<file path="config.mk">
export PLATFORM = sky130hd
export DESIGN_NAME = oledrs_seq
export DESIGN_NICKNAME = d
export VERILOG_FILES = /design/src/rtl/core/oled_region_refresh_sequencer_core_defines.svh /design/src/rtl/core/oledrs_pkg.sv /design/src/rtl/core/oledrs_seq.sv
export SDC_FILE = /design/constraint.sdc
export NUM_CORES = 1
export LEC_CHECK = 0
export BUFFER_PORTS_ARGS = -buffer_cell sky130_fd_sc_hd__buf_4
export CORE_UTILIZATION = 45
export DETAILED_ROUTE_END_ITERATION = 8
export GPL_TIMING_DRIVEN = 0
export HOLD_SLACK_MARGIN = 0.15
export PLACE_DENSITY = 0.74
export SETUP_SLACK_MARGIN = 0.5
export SYNTH_ARGS = -nofsm -noshare
export SYNTH_HDL_FRONTEND = slang
export SYNTH_SLANG_ARGS = --single-unit
</file>
<file path="constraint.sdc">
create_clock -name clk -period 7.13 [get_ports clk]
set_clock_uncertainty 0.1 [all_clocks]
set_input_delay 1.0695 -clock clk [delete_from_list [all_inputs] [get_ports clk]]
set_output_delay 1.0695 -clock clk [all_outputs]
set_load 0.02 [all_outputs]
</file>
<file path="src/rtl/core/oled_region_refresh_sequencer_core_defines.svh">
// ---------------------------------------------------------------------------
// Assertion helpers for the OLED region refresh sequencer core
// ---------------------------------------------------------------------------
`ifndef OLED_REGION_REFRESH_SEQUENCER_CORE_DEFINES_SVH
`define OLED_REGION_REFRESH_SEQUENCER_CORE_DEFINES_SVH

// Same-cycle implication, disabled in reset
`define ORRS_ASSERT_NOW(label, clk, rst, ante, cons, msg) \
  label: assert property (@(posedge clk) disable iff (rst) (ante) |-> (cons)) \
    else $error(msg);

// Next-cycle implication, disabled in reset
`define ORRS_ASSERT_NEXT(label, clk, rst, ante, cons, msg) \
  label: assert property (@(posedge clk) disable iff (rst) (ante) |=> (cons)) \
    else $error(msg);

`endif

</file>
<file path="src/rtl/core/oledrs_pkg.sv">
// ---------------------------------------------------------------------------
// oledrs_pkg
// Shared types, constants and the init command table of the OLED region
// refresh sequencer.
// ---------------------------------------------------------------------------
package oledrs_pkg;

  // Panel geometry
  localparam int PAGES    = 8;
  localparam int COLS     = 128;
  localparam int PAGE_W   = $clog2(PAGES);
  localparam int COL_W    = $clog2(COLS);
  localparam int PCNT_W   = $clog2(PAGES + 1);
  localparam int CCNT_W   = $clog2(COLS + 1);
  localparam int ADDR_W   = PAGE_W + COL_W;
  localparam int FB_DEPTH = 1 << ADDR_W;

  // Clipping sums: start plus count before clamping
  localparam int PSUM_W   = 5;
  localparam int CSUM_W   = 9;

  // Init sequence
  localparam int INIT_LEN = 28;
  localparam int STEP_W   = 5;

  // Refresh row steps
  localparam logic [STEP_W-1:0] STEP_PAGE    = STEP_W'(0);
  localparam logic [STEP_W-1:0] STEP_COL_LO  = STEP_W'(1);
  localparam logic [STEP_W-1:0] STEP_COL_HI  = STEP_W'(2);

  // Byte constants
  localparam logic [7:0] CMD_PAGE_BASE = 8'hb0;
  localparam logic [7:0] CMD_COL_HI    = 8'h10;
  localparam logic [7:0] BORDER_BYTE   = 8'hff;
  localparam logic [7:0] MASK_SINGLE   = 8'h81;
  localparam logic [7:0] MASK_TOP      = 8'h01;
  localparam logic [7:0] MASK_BOTTOM   = 8'h80;

  typedef enum logic [1:0] {
    OP_TICK    = 2'd0,
    OP_WRITE   = 2'd1,
    OP_REFRESH = 2'd2,
    OP_INIT    = 2'd3
  } op_t;

  typedef enum logic [2:0] {
    REG_PAGE_START = 3'd0,
    REG_PAGE_COUNT = 3'd1,
    REG_COL_START  = 3'd2,
    REG_COL_COUNT  = 3'd3,
    REG_MARGIN_ON  = 3'd4,
    REG_INVERT     = 3'd5
  } reg_idx_t;

  typedef enum logic [3:0] {
    MODE_IDLE    = 4'b0001,
    MODE_REFRESH = 4'b0010,
    MODE_INIT    = 4'b0100,
    MODE_CLEAR   = 4'b1000
  } mode_t;

  // Configuration registers
  typedef struct packed {
    logic [2:0] page_start;
    logic [3:0] page_count;
    logic [6:0] col_start;
    logic [7:0] col_count;
    logic       margin_on;
    logic       invert;
  } cfg_t;

  // One output beat as described by the sequencer; the final byte is built
  // once the buffer read returns.
  typedef struct packed {
    logic       valid;
    logic       is_data;
    logic       use_ram;
    logic [7:0] const_byte;
    logic       inv;
    logic [7:0] mask;
    logic       last;
  } beat_t;

  // Fixed panel init commands
  function automatic logic [7:0] init_cmd(input logic [STEP_W-1:0] idx);
    logic [7:0] b;
    case (idx)
      5'd0:    b = 8'hae;
      5'd1:    b = 8'h00;
      5'd2:    b = 8'h10;
      5'd3:    b = 8'h40;
      5'd4:    b = 8'h81;
      5'd5:    b = 8'hcf;
      5'd6:    b = 8'ha1;
      5'd7:    b = 8'hc8;
      5'd8:    b = 8'ha6;
      5'd9:    b = 8'ha8;
      5'd10:   b = 8'h3f;
      5'd11:   b = 8'hd3;
      5'd12:   b = 8'h00;
      5'd13:   b = 8'hd5;
      5'd14:   b = 8'h80;
      5'd15:   b = 8'hd9;
      5'd16:   b = 8'hf1;
      5'd17:   b = 8'hda;
      5'd18:   b = 8'h12;
      5'd19:   b = 8'hdb;
      5'd20:   b = 8'h40;
      5'd21:   b = 8'h20;
      5'd22:   b = 8'h02;
      5'd23:   b = 8'h8d;
      5'd24:   b = 8'h14;
      5'd25:   b = 8'ha4;
      5'd26:   b = 8'ha6;
      5'd27:   b = 8'haf;
      default: b = 8'hae;
    endcase
    return b;
  endfunction

endpackage

</file>
<file path="src/rtl/core/oledrs_seq.sv">
// ---------------------------------------------------------------------------
// oledrs_seq
// Sequencer state: mode, page/column/step counters and the latched region.
// Describes the beat for each accepted tick and drives the buffer read
// address for it.
// ---------------------------------------------------------------------------
module oledrs_seq (
  input  logic                          clk,
  input  logic                          rst,
  input  logic                          accept,
  input  logic [1:0]                    op,
  input  oledrs_pkg::cfg_t              cfg,
  output logic [oledrs_pkg::ADDR_W-1:0] rd_addr,
  output oledrs_pkg::beat_t             beat
);

  oledrs_pkg::mode_t                 mode, mode_next;
  logic [oledrs_pkg::PAGE_W-1:0]     cur_page, cur_page_next;
  logic [oledrs_pkg::COL_W-1:0]      cur_col, cur_col_next;
  logic [oledrs_pkg::STEP_W-1:0]     step, step_next;
  logic [oledrs_pkg::PAGE_W-1:0]     lat_ps, lat_ps_next;
  logic [oledrs_pkg::PCNT_W-1:0]     lat_pe, lat_pe_next;
  logic [oledrs_pkg::COL_W-1:0]      lat_cs, lat_cs_next;
  logic [oledrs_pkg::CCNT_W-1:0]     lat_ce, lat_ce_next;
  logic                              lat_margin, lat_margin_next;
  logic                              lat_inv, lat_inv_next;

  // Clipped region from the live registers
  logic [oledrs_pkg::PSUM_W-1:0]     psum;
  logic [oledrs_pkg::CSUM_W-1:0]     csum;
  logic [oledrs_pkg::PCNT_W-1:0]     reg_pe;
  logic [oledrs_pkg::CCNT_W-1:0]     reg_ce;
  logic [oledrs_pkg::PAGE_W-1:0]     reg_ps;
  logic [oledrs_pkg::COL_W-1:0]      reg_cs;
  logic                              region_ok;

  // Row counters one ahead
  logic [oledrs_pkg::CCNT_W-1:0]     col_inc;
  logic [oledrs_pkg::PCNT_W-1:0]     page_inc;
  logic [oledrs_pkg::PCNT_W-1:0]     ps_inc;

  assign reg_ps = cfg.page_start[oledrs_pkg::PAGE_W-1:0];
  assign reg_cs = cfg.col_start[oledrs_pkg::COL_W-1:0];
  assign psum   = oledrs_pkg::PSUM_W'(cfg.page_start) + oledrs_pkg::PSUM_W'(cfg.page_count);
  assign csum   = oledrs_pkg::CSUM_W'(cfg.col_start) + oledrs_pkg::CSUM_W'(cfg.col_count);
  assign reg_pe = (psum > oledrs_pkg::PSUM_W'(oledrs_pkg::PAGES))
                  ? oledrs_pkg::PCNT_W'(oledrs_pkg::PAGES)
                  : oledrs_pkg::PCNT_W'(psum);
  assign reg_ce = (csum > oledrs_pkg::CSUM_W'(oledrs_pkg::COLS))
                  ? oledrs_pkg::CCNT_W'(oledrs_pkg::COLS)
                  : oledrs_pkg::CCNT_W'(csum);
  assign region_ok = (oledrs_pkg::PCNT_W'(cfg.page_start) < reg_pe) &&
                     (oledrs_pkg::CCNT_W'(cfg.col_start) < reg_ce);

  assign col_inc  = oledrs_pkg::CCNT_W'(cur_col) + oledrs_pkg::CCNT_W'(1);
  assign page_inc = oledrs_pkg::PCNT_W'(cur_page) + oledrs_pkg::PCNT_W'(1);
  assign ps_inc   = oledrs_pkg::PCNT_W'(lat_ps) + oledrs_pkg::PCNT_W'(1);

  // Buffer read address for a data beat
  assign rd_addr = {cur_page, cur_col};

  // Next state and beat description
  always_comb begin
    mode_next       = mode;
    cur_page_next   = cur_page;
    cur_col_next    = cur_col;
    step_next       = step;
    lat_ps_next     = lat_ps;
    lat_pe_next     = lat_pe;
    lat_cs_next     = lat_cs;
    lat_ce_next     = lat_ce;
    lat_margin_next = lat_margin;
    lat_inv_next    = lat_inv;
    beat            = '0;

    if (accept) begin
      case (oledrs_pkg::op_t'(op))
        oledrs_pkg::OP_REFRESH: begin
          if (mode == oledrs_pkg::MODE_IDLE && region_ok) begin
            mode_next       = oledrs_pkg::MODE_REFRESH;
            lat_ps_next     = reg_ps;
            lat_pe_next     = reg_pe;
            lat_cs_next     = reg_cs;
            lat_ce_next     = reg_ce;
            lat_margin_next = cfg.margin_on;
            lat_inv_next    = cfg.invert;
            cur_page_next   = reg_ps;
            cur_col_next    = reg_cs;
            step_next       = '0;
          end
        end
        oledrs_pkg::OP_INIT: begin
          if (mode == oledrs_pkg::MODE_IDLE) begin
            mode_next = oledrs_pkg::MODE_INIT;
            step_next = '0;
          end
        end
        oledrs_pkg::OP_TICK: begin
          unique case (mode)
            oledrs_pkg::MODE_IDLE: begin
            end
            oledrs_pkg::MODE_INIT: begin
              beat.valid      = 1'b1;
              beat.const_byte = oledrs_pkg::init_cmd(step);
              step_next       = step + oledrs_pkg::STEP_W'(1);
              if (step == oledrs_pkg::STEP_W'(oledrs_pkg::INIT_LEN - 1)) begin
                // Init done: sweep the whole panel with zeros
                mode_next       = oledrs_pkg::MODE_CLEAR;
                lat_ps_next     = '0;
                lat_pe_next     = oledrs_pkg::PCNT_W'(oledrs_pkg::PAGES);
                lat_cs_next     = '0;
                lat_ce_next     = oledrs_pkg::CCNT_W'(oledrs_pkg::COLS);
                lat_margin_next = 1'b0;
                lat_inv_next    = 1'b0;
                cur_page_next   = '0;
                cur_col_next    = '0;
                step_next       = '0;
              end
            end
            oledrs_pkg::MODE_REFRESH, oledrs_pkg::MODE_CLEAR: begin
              beat.valid = 1'b1;
              case (step)
                oledrs_pkg::STEP_PAGE: begin
                  beat.const_byte = oledrs_pkg::CMD_PAGE_BASE + 8'(cur_page);
                  step_next       = oledrs_pkg::STEP_COL_LO;
                end
                oledrs_pkg::STEP_COL_LO: begin
                  beat.const_byte = {4'h0, lat_cs[3:0]};
                  step_next       = oledrs_pkg::STEP_COL_HI;
                end
                oledrs_pkg::STEP_COL_HI: begin
                  beat.const_byte = oledrs_pkg::CMD_COL_HI | 8'(lat_cs >> 4);
                  step_next       = oledrs_pkg::STEP_COL_HI + oledrs_pkg::STEP_W'(1);
                  cur_col_next    = lat_cs;
                end
                default: begin
                  beat.is_data = 1'b1;
                  if (mode == oledrs_pkg::MODE_CLEAR) begin
                    beat.const_byte = 8'h00;
                  end else if (lat_margin && (cur_col == lat_cs || col_inc == lat_ce)) begin
                    // Left or right border column
                    beat.const_byte = oledrs_pkg::BORDER_BYTE;
                  end else begin
                    beat.use_ram = 1'b1;
                    beat.inv     = lat_inv;
                    if (lat_margin) begin
                      if (ps_inc == lat_pe) begin
                        beat.mask = oledrs_pkg::MASK_SINGLE;
                      end else if (cur_page == lat_ps) begin
                        beat.mask = oledrs_pkg::MASK_TOP;
                      end else if (page_inc == lat_pe) begin
                        beat.mask = oledrs_pkg::MASK_BOTTOM;
                      end
                    end
                  end
                  cur_col_next = oledrs_pkg::COL_W'(col_inc);
                  // End of row
                  if (col_inc >= lat_ce) begin
                    cur_page_next = oledrs_pkg::PAGE_W'(page_inc);
                    cur_col_next  = lat_cs;
                    step_next     = oledrs_pkg::STEP_PAGE;
                    if (page_inc >= lat_pe) begin
                      beat.last     = 1'b1;
                      mode_next     = oledrs_pkg::MODE_IDLE;
                      cur_page_next = '0;
                      cur_col_next  = '0;
                    end
                  end
                end
              endcase
            end
            default: begin
              mode_next = oledrs_pkg::MODE_IDLE;
            end
          endcase
        end
        default: begin
        end
      endcase
    end
  end

  // State registers
  always_ff @(posedge clk) begin
    if (rst) begin
      mode       <= oledrs_pkg::MODE_IDLE;
      cur_page   <= '0;
      cur_col    <= '0;
      step       <= '0;
      lat_ps     <= '0;
      lat_pe     <= '0;
      lat_cs     <= '0;
      lat_ce     <= '0;
      lat_margin <= 1'b0;
      lat_inv    <= 1'b0;
    end else begin
      mode       <= mode_next;
      cur_page   <= cur_page_next;
      cur_col    <= cur_col_next;
      step       <= step_next;
      lat_ps     <= lat_ps_next;
      lat_pe     <= lat_pe_next;
      lat_cs     <= lat_cs_next;
      lat_ce     <= lat_ce_next;
      lat_margin <= lat_margin_next;
      lat_inv    <= lat_inv_next;
    end
  end

endmodule

</file>
; After elaboration in Yosys (flattened, before gate mapping)
; Memories as Yosys holds them, arrays and structs flattened. A register that Yosys moved wholly into a read port is not among the register bits.
; Index checks and enable logic that the tools add are counted.
[word_totals]
regBits = 43
rom_bits = 256
inputBits = 29
out_inout_bits = 31
elab_cells = 138
n_memories = 1
[mem_list]
columns = memory, depth, word_bits, rd, rd_ports_with_merged_regs, write_ports, line
row1 = (no name shown), 32, 8, 1, 1, 0, oledrs_pkg.sv:87  ; case (idx)
[classes]
n_addsub = 7
order_cmp = 6
eq_ne = 26
muxes = 71
reduce_logical = 17
[op_table]
columns = cell, n
row1 = two-way mux 8 bit, 10
row2 = one-hot mux 7 bit (2 select lines), 4
row3 = two-way mux 21 bit, 2
row4 = two-way mux 4 bit, 9
row5 = two-way mux 7 bit, 5
row6 = one-hot mux 8 bit (2 select lines), 2
row7 = two-way mux 5 bit, 6
row8 = one-hot mux 5 bit (3 select lines), 2
row9 = one-hot mux 4 bit (3 select lines), 2
row10 = one-hot mux 8 bit (3 select lines), 1
row11 = two-way mux 10 bit, 2
row12 = two-way mux 3 bit, 6
row13 = two-way mux 9 bit, 2
row14 = "!= test 3 bit, second input constant", 6
row15 = one-hot mux 3 bit (2 select lines), 3
row16 = AND reduction 6 bit, 2
row17 = "!= test 2 bit, second input constant", 5
row18 = one-hot mux 5 bit (2 select lines), 1
row19 = adder 7 x 8 -> 9 bit, 1
row20 = "greater-than comparator 9 x 8 -> 1 bit, second input constant", 1
row21 = two-way mux 1 bit, 9
row22 = AND reduction 9 bit, 1
row23 = "adder 3 x 1 -> 4 bit, second input constant", 2
row24 = "adder 7 x 1 -> 8 bit, second input constant", 1
row25 = 34 further kinds, 42

; Logic depth before layout (Yosys ltp)
[logic_depth]
ltp_word = 12
mapped_depth = 22
ltp_nobuf = 22

; Least setup slack after synthesis
; Ideal clock, no wire load.
[synth_path]
path_type = input port to flip-flop
start = in cfg[2] (netlist bit)
end = reg (tool-made name)
setup_time_ns = 0.123
arrival_time_ns = 5.233
t_required_ns = 6.907
setup_slack_ns = 1.673
stages = 20
n_path_buf = 0
cell_sequence = ha_1 > inv_1 > fa_1 > inv_1 > or4_1 > o41a_1 > o22ai_1 > nand2_1 > ha_1 > o21ai_0 > o21a_1 > o21ai_0 > a41oi_2 > o2111ai_1 > o31a_1 > inv_1 > ha_1 > and2_0 > o21ai_0 > nand3_1
[synth_lines]
columns = element, line
row1 = start: declaration, oledrs_seq.sv:12  ; input oledrs_pkg::cfg_t cfg,

==> impl_metrics.json <==
{
  "status": "finished, final reports clean",
  "die_h_um": 103,
  "vias_per_cell": 5.75,
  "r2r_start": "cur_col[0]$_SDFFE_PP0P_",
  "ant_nets": 0,
  "place_area_mm2": 0.00519,
  "yosys-top-cells-count": "61 x nor2_1, 51 x dfxtp_1, 47 x ha_1",
  "rows": 36,
  "startpoint_type": "primary input",
  "crit_path_start": "cfg[10]",
  "wire_per_inst_um": 16.0,
  "post_cts_buffers": 0,
  "slew_viol_final": 0,
  "synthFlopType": "dfxtp_1",
  "gr-total-overflow": 0,
  "grt_first_pass_wirelength_mm": 20.6,
  "cp.arrival_ns": 6.25,
  "gp_congestion": 0.937,
  "slowest_stage": "o22ai_1",
  "avgSynthCellArea_um2": 7.83,
  "postLayoutSetupSlackWorst_ns": 0.975,
  "combinationalPowerShare": 0.319,
  "finalSetupTns_ns": 0,
  "required_ns": 7.22,
  "routed_wl_mm": 12.6,
  "pwr-share-clk": 0.257,
  "first_pass_iters": 7,
  "fillCellCount": 952,
  "clockBufferDepth": 2,
  "numCtsBuffers": 5,
  "fp.dieArea_mm2": 0.0107,
  "vdd_ir_drop_max_mv": 0.0813,
  "grt_max_degree": 17,
  "insertion_delay_ns": 0.32,
  "ys_seq_area_frac": 0.221,
  "critPathMaxFanout": 9,
  "ys_ff_latch": 51,
  "drtIter0Drc": 312,
  "ctsResizeCount": 0,
  "seqPwrFrac": 0.424,
  "p_sw_uw": 253,
  "fin_crit_sh": 0.863,
  "hold_viol_final": 0,
  "p_total_uw": 722,
  "async_reset_ff_frac": 0,
  "coreArea_mm2": 0.00986,
  "clk_pin_slew_ns": 0.10,
  "p_leak_uw": 0.00225,
  "finalInstanceArea_mm2": 0.00529,
  "cts_sinks": 51,
  "start_util": 0.468,
  "crit_type": "in -> reg",
  "cpPeakStageDelay_ns": 0.43,
  "dp_slack_ns": 0.722,
  "yosysWarnings": 0,
  "netlist_instances": 590,
  "h-tree-depth": 2,
  "synth.distinct_cells": 77,
  "setup_viol": 0,
  "fin_crit_ns": 6.16,
  "hpwlAfterDp_mm": 9.88,
  "track_usage": 0.247,
  "synth_top_cell_by_area": "dfxtp_1",
  "relSlewSlack": 0.305,
  "port_buffers": 52,
  "fin_cells": 788,
  "crit_path_end_kind": "register",
  "final_nets": 732,
  "synth_top_cell_area_share": 0.221,
  "ff2ff_path_depth": 16,
  "rsz0062_at_grt": "no",
  "fmax_mhz": 162,
  "hp-class": "reg -> reg",
  "syn_area_mm2": 0.00462,
  "p_sw_frac": 0.351,
  "r2r_slack_ns": 2.87,
  "hold_buffers": 0,
  "drive_gt1_frac": 0.150,
  "antenna_found_initial": 0,
  "internal_power_uw": 469,
  "boundaryPins": 60,
  "die_w_um": 103,
  "powerDensity_mw_per_mm2": 136,
  "synth_edf_count": 0,
  "first_global_vias": 4344,
  "post-route-drc-count": 0,
  "n_antenna_cell": 0,
  "worst_slew_pin_slew_ns": 1.04,
  "crit_chain": "buf_4, ha_1, inv_1, fa_1, nand2b_1, a21oi_1, nor2_1, xnor2_1, o41a_1, o22ai_1, nand2_1, ha_1, o21ai_0, o21a_1, o21ai_0, a41oi_2, o2111ai_1, o31a_1, inv_1, ha_1, and2_0, o21ai_0, nand3_1",
  "cts_tree": "yes",
  "yosys-top-cells-area": "dfxtp_1 22%, ha_1 13%, nor2_1 5.0%",
  "synth.most_common_cell": "nor2_1",
  "drv_cap": 0,
  "place_inst": 780,
  "dr_total_vias": 4533,
  "cts-root-buf": "clkbuf_8",
  "syn_to_final_growth_pct": 14.6
}
## logic make-up after synthesis
family / count (synthesis) / share of synthesized area
AOI/OAI and AO/OA: 156 / 0.249
xor gates and xnor gates: 28 / 0.0531
adders and majority gates: 49 / 0.136
buffers and inverters: 67 / 0.0645
DFF: 51 / 0.221
muxes: 16 / 0.0347
other: 1 / 0.000812
and+or+nand+nor: 222 / 0.241
## worst min path at each step
stage / startpoint / endpoint / depth (start not counted)
after floorplan: lat_ce[7]$_SDFFE_PP0P_ / lat_ce[7]$_SDFFE_PP0P_ / 2
after global placement: lat_ce[7]$_SDFFE_PP0P_ / lat_ce[7]$_SDFFE_PP0P_ / 2
after detailed placement: lat_inv$_SDFFE_PP0P_ / lat_inv$_SDFFE_PP0P_ / 2
after CTS: lat_inv$_SDFFE_PP0P_ / lat_inv$_SDFFE_PP0P_ / 2
after global routing: lat_inv$_SDFFE_PP0P_ / lat_inv$_SDFFE_PP0P_ / 2
final: lat_inv$_SDFFE_PP0P_ / lat_inv$_SDFFE_PP0P_ / 2
## per-stage QoR
stage / utilization / hold slack, ns
2_1_floorplan: - / 0.346
3_3_place_gp: 0.526 / 0.360
5_1_grt: 0.536 / 0.423
4_1_cts: 0.536 / 0.394
3_5_place_dp: 0.526 / 0.369
6_report: 0.536 / 0.391
## critical path, delay by kind of cell
kind / cells / cell delay (ns)
adders and majority gates: 4 / 1.18
xor gates and xnor gates: 1 / 0.18
and+or+nand+nor: 5 / 0.68
buffers and inverters: 3 / 0.32
AOI/OAI and AO/OA: 10 / 2.81
## routing by layer
metal	GRT usage	up-vias	part of all wire
li1	-	2252	-
met4	0.0856	0	0.025
met1	0.306	2105	0.44
met5	0	-	0
met2	0.438	147	0.48
met3	0.0363	29	0.059
## power by group through the flow
stage               Clock [uW]  Combinational [uW]  Sequential (uW)
floorplan                    0                 162              313
global placement             0                 220              312
detailed placement           0                 227              313
CTS                        188                 228              306
global route               196                 257              308
finish                     185                 230              306
## layout make-up
cell class | instances | area [um2] | area share
clock buffer | 6 | 82.6 | 0.0156
sequential | 51 | 1020 | 0.193
multi-input combinational | 477 | 3320 | 0.627
clock inverter | 2 | 16.3 | 0.00307
tap | 133 | 166 | 0.0314
inverter | 35 | 131 | 0.0248
buffer | 32 | 166 | 0.0314
timing repair buffer | 52 | 390 | 0.0738
## layout by cell type (no fill, tap or decap), drive strengths merged, types with 13 or more instances in the layout
cell type and count:
inv 35, buf 68, o21ai 21, nand2 44, nor2b 17, xor2 13, nor3 27, clkbuf 22
nand3 24, ha 47, dfxtp 51, a21oi 42, mux2i 16, xnor2 15, nor2 61
Note: power is estimated with default switching activity, not from simulation.
